**src/rtl/sorted_priority_queue_assert.svh**
```systemverilog
// Assertion macros for the sorted priority queue.
// Included by the top level; no other dependencies.
`ifndef SORTED_PRIORITY_QUEUE_ASSERT_SVH
`define SORTED_PRIORITY_QUEUE_ASSERT_SVH

`ifndef ASSERT_OFF

// Property must hold at every clock edge outside reset.
`define SPQ_ASSERT(lbl, clk, rst_n, prop, msg) \
    lbl: assert property (@(posedge clk) disable iff (!rst_n) prop) \
        else $error(msg);

// Condition must never be true outside reset.
`define SPQ_ASSERT_NEVER(lbl, clk, rst_n, cond, msg) \
    lbl: assert property (@(posedge clk) disable iff (!rst_n) !(cond)) \
        else $error(msg);

`else

`define SPQ_ASSERT(lbl, clk, rst_n, prop, msg)
`define SPQ_ASSERT_NEVER(lbl, clk, rst_n, cond, msg)

`endif

`endif

```
**src/rtl/spq_pkg.sv**
```systemverilog
// Shared types and constants for the sorted priority queue.
// No dependencies.
`default_nettype none

package spq_pkg;

    localparam int KIND_W        = 2;
    localparam int VALUE_W       = 32;
    localparam int STATUS_W      = 2;
    localparam int COUNT_W       = 5;
    localparam int CAP_W         = 5;
    localparam int DEPTH_DEFAULT = 16;

    localparam logic [CAP_W-1:0] CAPACITY_RESET = 5'd16;

    typedef enum logic [KIND_W-1:0] {
        KIND_APPEND = 2'd0,
        KIND_SORTED = 2'd1,
        KIND_REMOVE = 2'd2,
        KIND_PEEK   = 2'd3
    } kind_t;

    typedef enum logic [STATUS_W-1:0] {
        STATUS_OK    = 2'd0,
        STATUS_FULL  = 2'd1,
        STATUS_EMPTY = 2'd2
    } status_t;

endpackage

`default_nettype wire

```
**src/rtl/spq_ram.sv**
```systemverilog
// Entry store: one write port, one read port, registered read data.
// Depends on spq_pkg for the word width.
`default_nettype none

module spq_ram #(
    parameter int DEPTH = spq_pkg::DEPTH_DEFAULT
) (
    input  wire logic                        clk,
    input  wire logic                        wr_en,
    input  wire logic [$clog2(DEPTH)-1:0]    wr_addr,
    input  wire logic [spq_pkg::VALUE_W-1:0] wr_data,
    input  wire logic [$clog2(DEPTH)-1:0]    rd_addr,
    output logic      [spq_pkg::VALUE_W-1:0] rd_data
);

    logic [spq_pkg::VALUE_W-1:0] mem [DEPTH];
    logic [spq_pkg::VALUE_W-1:0] rd_data_reg;

    always_ff @(posedge clk)
    begin
        if (wr_en)
        begin
            mem[wr_addr] <= wr_data;
        end
        rd_data_reg <= mem[rd_addr];
    end

    assign rd_data = rd_data_reg;

endmodule

`default_nettype wire

```
**src/rtl/sorted_priority_queue.sv**
```systemverilog
// Bounded queue of signed 32-bit words, head at entry 0. Kinds: append at
// tail, sorted insert (after every entry >= value), remove head, peek head;
// each transfer in yields one result transfer out. One item is worked at a
// time through the entry RAM and one signed comparator, one RAM access per
// cycle with the read data registered; each entry touched is read, then
// compared or written. Refused inserts and remove/peek when empty go straight
// to the result; remove moves each later entry one place toward the head;
// sorted insert scans from the head, then shifts entries toward the tail.
// A new item is taken while the previous result still waits at the output.
// Depends on spq_pkg, spq_ram and sorted_priority_queue_assert.svh.
`default_nettype none

module sorted_priority_queue #(
    parameter int DEPTH = spq_pkg::DEPTH_DEFAULT
) (
    input  wire logic                               clk,
    input  wire logic                               rst_n,

    input  wire logic                               cfg_wr_en,
    input  wire logic        [spq_pkg::CAP_W-1:0]   cfg_wr_data,

    input  wire logic                               in_valid,
    output logic                                    in_stall,
    input  wire logic        [spq_pkg::KIND_W-1:0]  kind,
    input  wire logic signed [spq_pkg::VALUE_W-1:0] value,

    output logic                                    out_valid,
    input  wire logic                               out_stall,
    output logic             [spq_pkg::STATUS_W-1:0] status,
    output logic signed      [spq_pkg::VALUE_W-1:0] head_value,
    output logic             [spq_pkg::COUNT_W-1:0] fill_count
);

    localparam int AW      = $clog2(DEPTH);
    localparam int CW      = spq_pkg::COUNT_W;
    localparam int CNT_MAX = (1 << CW) - 1;
    localparam int LIM_INT = (DEPTH > CNT_MAX) ? CNT_MAX : DEPTH;

    localparam logic [CW-1:0] DEPTH_LIM = CW'(LIM_INT);
    localparam logic [CW-1:0] ONE       = CW'(1);
    localparam logic [CW-1:0] ZERO      = '0;

    typedef enum logic [10:0] {
        ST_IDLE     = 11'b000_0000_0001,
        ST_SCAN_RD  = 11'b000_0000_0010,
        ST_SCAN_CMP = 11'b000_0000_0100,
        ST_SHIFT_RD = 11'b000_0000_1000,
        ST_SHIFT_WR = 11'b000_0001_0000,
        ST_PUT      = 11'b000_0010_0000,
        ST_HEAD_RD  = 11'b000_0100_0000,
        ST_HEAD_CMP = 11'b000_1000_0000,
        ST_DRAIN_RD = 11'b001_0000_0000,
        ST_DRAIN_WR = 11'b010_0000_0000,
        ST_DONE     = 11'b100_0000_0000
    } state_t;

    // control state
    state_t                     state_reg,     state_next;
    logic [CW-1:0]              count_reg,     count_next;
    logic [spq_pkg::CAP_W-1:0]  capacity_reg;
    logic                       out_valid_reg, out_valid_next;

    // working registers
    logic [CW-1:0]                ptr_reg,    ptr_next;
    logic [CW-1:0]                pos_reg,    pos_next;
    spq_pkg::kind_t               kind_reg,   kind_next;
    logic [spq_pkg::VALUE_W-1:0]  value_reg,  value_next;
    spq_pkg::status_t             result_reg, result_next;
    logic [spq_pkg::VALUE_W-1:0]  head_reg,   head_next;

    // output payload
    logic [spq_pkg::STATUS_W-1:0] out_status_reg;
    logic [spq_pkg::VALUE_W-1:0]  out_head_reg;
    logic [CW-1:0]                out_count_reg;
    logic                         out_load;

    // RAM port
    logic                         mem_we;
    logic [CW-1:0]                mem_wptr;
    logic [spq_pkg::VALUE_W-1:0]  mem_wdata;
    logic [CW-1:0]                mem_rptr;
    logic [spq_pkg::VALUE_W-1:0]  mem_rdata;

    logic full;
    logic entry_less;

    assign full       = (count_reg >= capacity_reg) || (count_reg >= DEPTH_LIM);
    assign entry_less = $signed(mem_rdata) < $signed(value_reg);

    spq_ram #(
        .DEPTH (DEPTH)
    ) u_ram (
        .clk     (clk),
        .wr_en   (mem_we),
        .wr_addr (AW'(mem_wptr)),
        .wr_data (mem_wdata),
        .rd_addr (AW'(mem_rptr)),
        .rd_data (mem_rdata)
    );

    always_comb
    begin
        state_next  = state_reg;
        count_next  = count_reg;
        ptr_next    = ptr_reg;
        pos_next    = pos_reg;
        kind_next   = kind_reg;
        value_next  = value_reg;
        result_next = result_reg;
        head_next   = head_reg;
        mem_we      = 1'b0;
        mem_wptr    = ptr_reg;
        mem_wdata   = mem_rdata;
        mem_rptr    = ZERO;
        out_load    = 1'b0;

        case (state_reg)
            ST_IDLE:
            begin
                if (in_valid)
                begin
                    kind_next   = spq_pkg::kind_t'(kind);
                    value_next  = value;
                    result_next = spq_pkg::STATUS_OK;
                    head_next   = '0;
                    case (spq_pkg::kind_t'(kind))
                        spq_pkg::KIND_APPEND:
                        begin
                            if (full)
                            begin
                                result_next = spq_pkg::STATUS_FULL;
                                state_next  = ST_DONE;
                            end
                            else
                            begin
                                pos_next   = count_reg;
                                state_next = ST_PUT;
                            end
                        end
                        spq_pkg::KIND_SORTED:
                        begin
                            if (full)
                            begin
                                result_next = spq_pkg::STATUS_FULL;
                                state_next  = ST_DONE;
                            end
                            else if (count_reg == ZERO)
                            begin
                                pos_next   = ZERO;
                                state_next = ST_PUT;
                            end
                            else
                            begin
                                ptr_next   = ZERO;
                                state_next = ST_SCAN_RD;
                            end
                        end
                        default:
                        begin
                            if (count_reg == ZERO)
                            begin
                                result_next = spq_pkg::STATUS_EMPTY;
                                state_next  = ST_DONE;
                            end
                            else
                            begin
                                state_next = ST_HEAD_RD;
                            end
                        end
                    endcase
                end
            end

            ST_SCAN_RD:
            begin
                mem_rptr   = ptr_reg;
                state_next = ST_SCAN_CMP;
            end

            ST_SCAN_CMP:
            begin
                // first entry below the new value marks the slot
                if (entry_less)
                begin
                    pos_next   = ptr_reg;
                    ptr_next   = count_reg;
                    state_next = ST_SHIFT_RD;
                end
                else if (ptr_reg + ONE == count_reg)
                begin
                    pos_next   = count_reg;
                    state_next = ST_PUT;
                end
                else
                begin
                    ptr_next   = ptr_reg + ONE;
                    state_next = ST_SCAN_RD;
                end
            end

            ST_SHIFT_RD:
            begin
                mem_rptr   = ptr_reg - ONE;
                state_next = ST_SHIFT_WR;
            end

            ST_SHIFT_WR:
            begin
                // move toward the tail, working down from the end
                mem_we   = 1'b1;
                mem_wptr = ptr_reg;
                ptr_next = ptr_reg - ONE;
                if (ptr_reg - ONE == pos_reg)
                begin
                    state_next = ST_PUT;
                end
                else
                begin
                    state_next = ST_SHIFT_RD;
                end
            end

            ST_PUT:
            begin
                mem_we     = 1'b1;
                mem_wptr   = pos_reg;
                mem_wdata  = value_reg;
                count_next = count_reg + ONE;
                state_next = ST_DONE;
            end

            ST_HEAD_RD:
            begin
                mem_rptr   = ZERO;
                state_next = ST_HEAD_CMP;
            end

            ST_HEAD_CMP:
            begin
                head_next = mem_rdata;
                if (kind_reg == spq_pkg::KIND_PEEK)
                begin
                    state_next = ST_DONE;
                end
                else if (count_reg == ONE)
                begin
                    count_next = ZERO;
                    state_next = ST_DONE;
                end
                else
                begin
                    ptr_next   = ZERO;
                    state_next = ST_DRAIN_RD;
                end
            end

            ST_DRAIN_RD:
            begin
                mem_rptr   = ptr_reg + ONE;
                state_next = ST_DRAIN_WR;
            end

            ST_DRAIN_WR:
            begin
                mem_we   = 1'b1;
                mem_wptr = ptr_reg;
                if (ptr_reg + ONE == count_reg - ONE)
                begin
                    count_next = count_reg - ONE;
                    state_next = ST_DONE;
                end
                else
                begin
                    ptr_next   = ptr_reg + ONE;
                    state_next = ST_DRAIN_RD;
                end
            end

            ST_DONE:
            begin
                // hold here only while the output still has an untaken result
                if (!out_valid_reg || !out_stall)
                begin
                    out_load   = 1'b1;
                    state_next = ST_IDLE;
                end
            end

            default:
            begin
                state_next = ST_IDLE;
            end
        endcase
    end

    always_comb
    begin
        out_valid_next = out_valid_reg && out_stall;
        if (out_load)
        begin
            out_valid_next = 1'b1;
        end
    end

    always_ff @(posedge clk or negedge rst_n)
    begin
        if (!rst_n)
        begin
            state_reg     <= ST_IDLE;
            count_reg     <= '0;
            capacity_reg  <= spq_pkg::CAPACITY_RESET;
            out_valid_reg <= 1'b0;
        end
        else
        begin
            state_reg     <= state_next;
            count_reg     <= count_next;
            out_valid_reg <= out_valid_next;
            if (cfg_wr_en)
            begin
                capacity_reg <= cfg_wr_data;
            end
        end
    end

    always_ff @(posedge clk)
    begin
        ptr_reg    <= ptr_next;
        pos_reg    <= pos_next;
        kind_reg   <= kind_next;
        value_reg  <= value_next;
        result_reg <= result_next;
        head_reg   <= head_next;
        if (out_load)
        begin
            out_status_reg <= result_reg;
            out_head_reg   <= head_reg;
            out_count_reg  <= count_reg;
        end
    end

    assign in_stall   = (state_reg != ST_IDLE);
    assign out_valid  = out_valid_reg;
    assign status     = out_status_reg;
    assign head_value = out_head_reg;
    assign fill_count = out_count_reg;

`include "sorted_priority_queue_assert.svh"

    `SPQ_ASSERT_NEVER(a_count_bounded, clk, rst_n, count_reg > DEPTH_LIM, "fill above depth")
    `SPQ_ASSERT(a_write_within_fill, clk, rst_n,
        mem_we |-> (mem_wptr <= count_reg), "write past tail")
    `SPQ_ASSERT(a_idle_holds_count, clk, rst_n,
        (state_reg == ST_IDLE) |=> $stable(count_reg), "fill moved in idle")
    `SPQ_ASSERT(a_result_from_done, clk, rst_n,
        $rose(out_valid_reg) |-> $past(state_reg == ST_DONE), "result outside done")

endmodule

`default_nettype wire
```
**config.mk**
```make
export PLATFORM = sky130hd
export DESIGN_NAME = sorted_priority_queue
export DESIGN_NICKNAME = d
export VERILOG_FILES = /design/src/rtl/spq_pkg.sv /design/src/rtl/spq_ram.sv /design/src/rtl/sorted_priority_queue.sv
export VERILOG_INCLUDE_DIRS = /design/src /design/src/rtl
export SDC_FILE = /design/constraint.sdc
export NUM_CORES = 1
export LEC_CHECK = 0
export ABC_AREA = 1
export BUFFER_PORTS_ARGS = -buffer_cell sky130_fd_sc_hd__buf_2
export CAP_MARGIN = 30
export CELL_PAD_IN_SITES_DETAIL_PLACEMENT = 1
export CELL_PAD_IN_SITES_GLOBAL_PLACEMENT = 1
export CORE_MARGIN = 5
export CORE_UTILIZATION = 40
export CTS_CLUSTER_DIAMETER = 100
export CTS_CLUSTER_SIZE = 16
export DETAILED_ROUTE_END_ITERATION = 6
export PLACE_DENSITY = 0.7
export REMOVE_ABC_BUFFERS = 1
export SETUP_SLACK_MARGIN = 0.2
export SLEW_MARGIN = 15
export SYNTH_ARGS = -nofsm -noshare
export SYNTH_HDL_FRONTEND = slang
export SYNTH_SLANG_ARGS = --single-unit
```
**constraint.sdc**
```tcl
create_clock -name clk -period 5.1 [get_ports clk]
set_clock_uncertainty 0.15 [all_clocks]
set_input_delay 0.255 -clock clk [delete_from_list [all_inputs] [get_ports clk]]
set_output_delay 0.255 -clock clk [all_outputs]
set_load 0.05 [all_outputs]
```
**Word level (Yosys, flattened, before mapping)**

Memory sizes are Yosys's and may differ from the RTL's. A register that Yosys moved wholly into a read port is not among the register bits.
Cells that the tools add are included.
W data, S select, Z words.

- Add/sub/neg operators: 4
- $lt $le $gt $ge: 3
- Eq/ne operators: 34
- Multiplexer cells: 50
- Reduce and logical (&&, ||, !) cells: 19

Operator list:

| kind | count |
|---|---|
| $pmux W11 S11 | 1 |
| $mux W5 | 18 |
| $mux W11 | 8 |
| $mux W32 | 2 |
| $pmux W32 S2 | 1 |
| $lt A32 B32 Y1 | 1 |
| $pmux W5 S5 | 1 |
| $mux W6 | 4 |
| $pmux W11 S2 | 1 |
| $pmux W5 S2 | 2 |
| $ne A2 B2 Y1 const B | 9 |
| $eq A5 B5 Y1 | 3 |
| $ne A3 B3 Y1 const B | 5 |
| $pmux W5 S3 | 1 |
| $pmux W4 S3 | 1 |
| $eq A11 B1 Y1 const B | 1 |
| $eq A11 B10 Y1 const B | 1 |
| $eq A11 B11 Y1 const B | 1 |
| $eq A11 B2 Y1 const B | 1 |
| $eq A11 B3 Y1 const B | 1 |
| $eq A11 B4 Y1 const B | 1 |
| $eq A11 B5 Y1 const B | 1 |
| $eq A11 B6 Y1 const B | 1 |
| $eq A11 B7 Y1 const B | 1 |
| other kinds (29) | 43 |

- Register bits: 139
- RAM bits: 512
- Input bits: 44
- Output and inout bits: 41
- Logic and storage cells: 124
- Memories: 1

Memory list:

| memory | words | width | rd ports | clocked after memory_dff | write ports | RTL line | text |
|---|---|---|---|---|---|---|---|
| u_ram.mem | 16 | 32 | 1 | 1 | 1 | spq_ram.sv:16 | `logic [spq_pkg::VALUE_W-1:0] mem [DEPTH];` |

**Logic depth before layout (Yosys ltp)**

- Word-level depth: 6
- Depth in mapped cells: 17
- Mapped depth without buffers: 17

**By module**

Synthesis repeated with hierarchy kept, for this count alone.

- Cells, all modules: 2,855
- Area total of the unflattened synthesis: 29,937.5 µm²

By module, submodules not included:

| module | instances | cells each | area each (µm²) | seq. area each (µm²) |
|---|---|---|---|---|
| spq_ram | 1 | 2,120 | 22,730.6 | 16,015.4 |
| sorted_priority_queue | 1 | 735 | 7,206.9 | 4,066.4 |

**Worst setup path before layout**

Ideal clock, no wire load.

- Path kind: register to register
- Start: reg state_reg[0]
- End: reg head_reg[0] in the netlist's numbering (enable)
- Setup time: 0.466 ns
- Arrival: 3.736 ns
- Required time: 4.484 ns
- Slack: 0.748 ns
- Stages on the path, launching flop included: 5
- Path buffers: 0
- Period minus slack after synthesis: 4.352 ns
- Path through: dfstp_2 > inv_1 > nor4_1 > nand2_1 > o21ai_0

- Cells in the longest elaborated chain, start to end: 3
- Elaborated cells on any way between the ends: 5
- Those cells by class: 3 x eq/ne; 2 x reduce/logical

RTL lines:

| what | RTL line | text |
|---|---|---|
| start, declared | sorted_priority_queue.sv:58 | `state_t state_reg, state_next;` |
| start signal, assigned | sorted_priority_queue.sv:316 | `state_reg <= state_next;` |
| $eq A11 B1 Y1 / $eq A11 B8 Y1 (equally long branches) | sorted_priority_queue.sv:117 | `case (state_reg)` |
| $ne A2 B2 Y1 (no line) / $reduce_bool A2 Y1 (equally long branches) | - |  |
| $reduce_and A2 Y1 (no line) (*) | - |  |
| end signal, assigned | sorted_priority_queue.sv:333 | `head_reg <= head_next;` |
| end, declared | sorted_priority_queue.sv:69 | `logic [spq_pkg::VALUE_W-1:0] head_reg, head_next;` |

Every way passes the cells marked *; elsewhere a longest branch is shown, timed or not.
A chain may end at the register's enable or synchronous reset.

**Final worst setup path**

- Start: reg state_reg[0]
- End: reg u_ram.rd_data_reg, in the netlist u_ram.rd_data[16] (read register of u_ram.mem)

- Cells in the longest elaborated chain, start to end: 2
- Elaborated cells on any way between the ends: 4
- Those cells by class: 3 x eq/ne; 1 x mux

RTL lines:

| what | RTL line | text |
|---|---|---|
| $eq A11 B9 Y1 (tied with other cells) | sorted_priority_queue.sv:117 |  |
| $pmux W4 S3 (*) | sorted_priority_queue.sv:117 |  |
| end, declared | spq_ram.sv:17 | `logic [spq_pkg::VALUE_W-1:0] rd_data_reg;` |

Marks and branches as above.

==> run metrics <==
Layout fillers 7586; Final period util 78.93%; cells after synthesis 2456; initial antenna violation count 0; total global-route track usage 20.86%; area leader, netlist edfxtp_1; critical path class reg2reg; Slew Limit Headroom 37.83%; Initial Util 40.29%; Pre-antenna DRT Iters 5; Synth Area in Compound Gates 7.658%; simple-gate share of the synthesized area 13.95%; number of synthesized flops with an enable pin 629; Tightest Pin Transition 0.9325 ns; number of diodes 0; worst min path class in2async; clk root buf clkbuf_16; syn avg cell area 11.71 sq um; top cells by area, synth edfxtp_1 66%, nand2_1 6.9%, o211ai_1 5.0%; number of global-route vias before repair 20.33k; global routing usage on met3 3.632%; Final Util 45.79%; Die X 278.1 um; most frequent cells after synthesis 629 x edfxtp_1, 525 x nand2_1, 289 x inv_1, 280 x nand3_1, 193 x o211ai_1; H-tree Lvls 2; GR Layer Usage met1 28.23%; clock-pin slew on the worst setup and hold paths 0.08 ns; post-synthesis mux area share 0.03916%; Worst Setup Start Kind flip-flop; routed wire length 83420 um; total clock sinks 683; register area share after synthesis 69.84%; Core ar. 71360 sq um; CP max FO 145; Seq cells post-synth 683; Max Freq 248.4 MHz; PD cells 495.0 nW/um^2; worst endpoint data arrival time 4.36 ns; Area Growth Syn to Fin 13.63%; R2R cell count 12; final hold violation count 0; first-pass GRT wire length 125000 um; Detail Placement HPWL 50020 um; RSZ-0062 raised after global routing no; routability cong. 0.8629; Rows 98; dominant synthesized flop cell edfxtp_1; Synth Area in Adders 1.828%; Yosys warning count 0; Crit. End Element flip-flop; post-synthesis cell area 28760 sq um; share of layout cells above drive strength 1 9.764%; most flop-heavy register u_ram.mem; Vias 19.47k; drt wl/cell 23.35 um; PnR worst setup slack 1.075 ns; # hold bufs at CTS 51; input/output buffers 84; P_leak 12.39 nW; setup TNS 0 ns; Yosys cell types 42; Final Critical Period 4.025 ns; die area 77350 sq um; ys async rst share 3.221%; clk buf depth 3; Setup Fix Bufs, Post-CTS 0; largest net degree at the start of global routing 146; cts repair resizes 0; Register Area 20080 sq um; Die Y-Extent 278.1 um; Max Cap Violations 0; Max IR drop VDD 0.0003070 V; Worst-Skew Late Latency 0.60 ns; M2 GR Usage 35.24%; area of the multi-input gates 7151 sq um; Synth top area share 65.69%; grt ovf 0; number of setup violations in the final report 0; largest family of logic cells by synthesized area simple AND/OR/NAND/NOR gates; busiest grt layer met2; Post-Place Setup Slack 1.160 ns; num ports 85; fin. max-slew vios 0; max reg flops 512; Num CTS Buffers 48; Required @ worst endpoint 5.43 ns; vias per cell 5.451; status finished, final reports clean; CTS tree done; 1st-iter DRT viols 1604; total power 16.17 mW; fin nets 2670; Final ANT Viol Nets 0; xor/xnor share of the synthesized area 0.6657%; DRC 0; most numerous cell in the Yosys netlist edfxtp_1
==> where the power goes <==
part | internal, mW | total [mW] | switching, mW
combinational | 1.31 | 4.85 | 3.54
clock | 1.82 | 3.73 | 1.91
sequential | 7.28 | 7.59 | 0.311
total | 10.4 | 16.2 | 5.77
==> final timing paths <==
kind	startpoint	slack, ns	end
max	state_reg[0]$_DFFE_PN1P_	1.07	u_ram.rd_data[16]$_DFF_P_
min	rst_n	0.03	out_valid$_DFF_PN0_
max reg2reg	state_reg[0]$_DFFE_PN1P_	1.07	u_ram.rd_data[16]$_DFF_P_
min reg2reg	head_reg[4]$_SDFFCE_PN0P_	0.27	head_value[4]$_DFFE_PP_
max in group asynchronous	rst_n	4.39	capacity_reg[4]$_DFFE_PN1P_
min in group clk	value[31]	0.21	value_reg[31]$_DFFE_PP_
==> critical path: stages (launching register included) <==
cell and delay, ns:
dfstp_2 0.53, nor2_1 0.06, nand2_1 0.10, nor2_2 0.07, nand2_1 0.19, nand3_4 0.59, nand2_8 0.95, buf_4 0.56
nand2_1 0.13, o211ai_1 0.13, nand3_1 0.11, nand3_1 0.13, nand2_1 0.08
==> layout by cell type (no fill, tap or decap), types with 7 or more instances in the layout <==
cell type	Yosys	final
edfxtp_1	629	629
nand2_1	525	525
inv_1	289	288
nand3_1	280	278
o211ai_1	193	193
buf_2	46	84
o21ai_0	88	72
nor2_1	88	70
buf_4	4	63
dlygate4sd3_1	0	51
clkbuf_16	0	49
a21oi_1	49	48
ha_1	42	42
clkbuf_1	76	37
dfxtp_1	32	32
nand4_1	20	20
dfrtp_1	20	20
nor2_4	1	19
o21ai_1	0	15
xor2_1	13	13
buf_12	0	12
nor3_1	10	9
xnor2_1	7	7
==> final cells by class <==
class,count,share of cell area [%]
well taps,950,3.638
clock buffers,86,4.178
repair buffers,214,5.369
clock inverters,2,0.08425
inverters,294,3.385
flip-flops and latches,683,61.46
multi-input cells,1343,21.88
==> through the flow <==
| stage | cell area, sq um | instances | hold WS, ns |
|---|---|---|---|
| 2_1_floorplan | 28130 | 2320 | -0.1906 |
| 3_3_place_gp | 30430 | 3408 | 0.09675 |
| 3_5_place_dp | 30650 | 3419 | 0.1180 |
| 4_1_cts | 32560 | 3558 | 0.0005391 |
| 5_1_grt | 32670 | 3572 | 0.07128 |
| 6_report | 32670 | 3572 | 0.03348 |
==> kinds of logic (layout without fill, tap and decap cells) <==
| logic type | Yosys count | count (layout) |
|---|---|---|
| compound gates | 340 | 340 |
| xor+xnor | 21 | 21 |
| fa+ha+maj | 42 | 42 |
| buf+inv | 430 | 596 |
| flops | 683 | 683 |
| mux | 1 | 1 |
| simple gates | 939 | 939 |
==> layer usage <==
metal	up-vias	wire, um
met5	-	0
met4	0	2023
met3	113	5187
met2	571	39990
met1	9936	36220
li1	8852	-
Power figures use the tool's default switching activity.
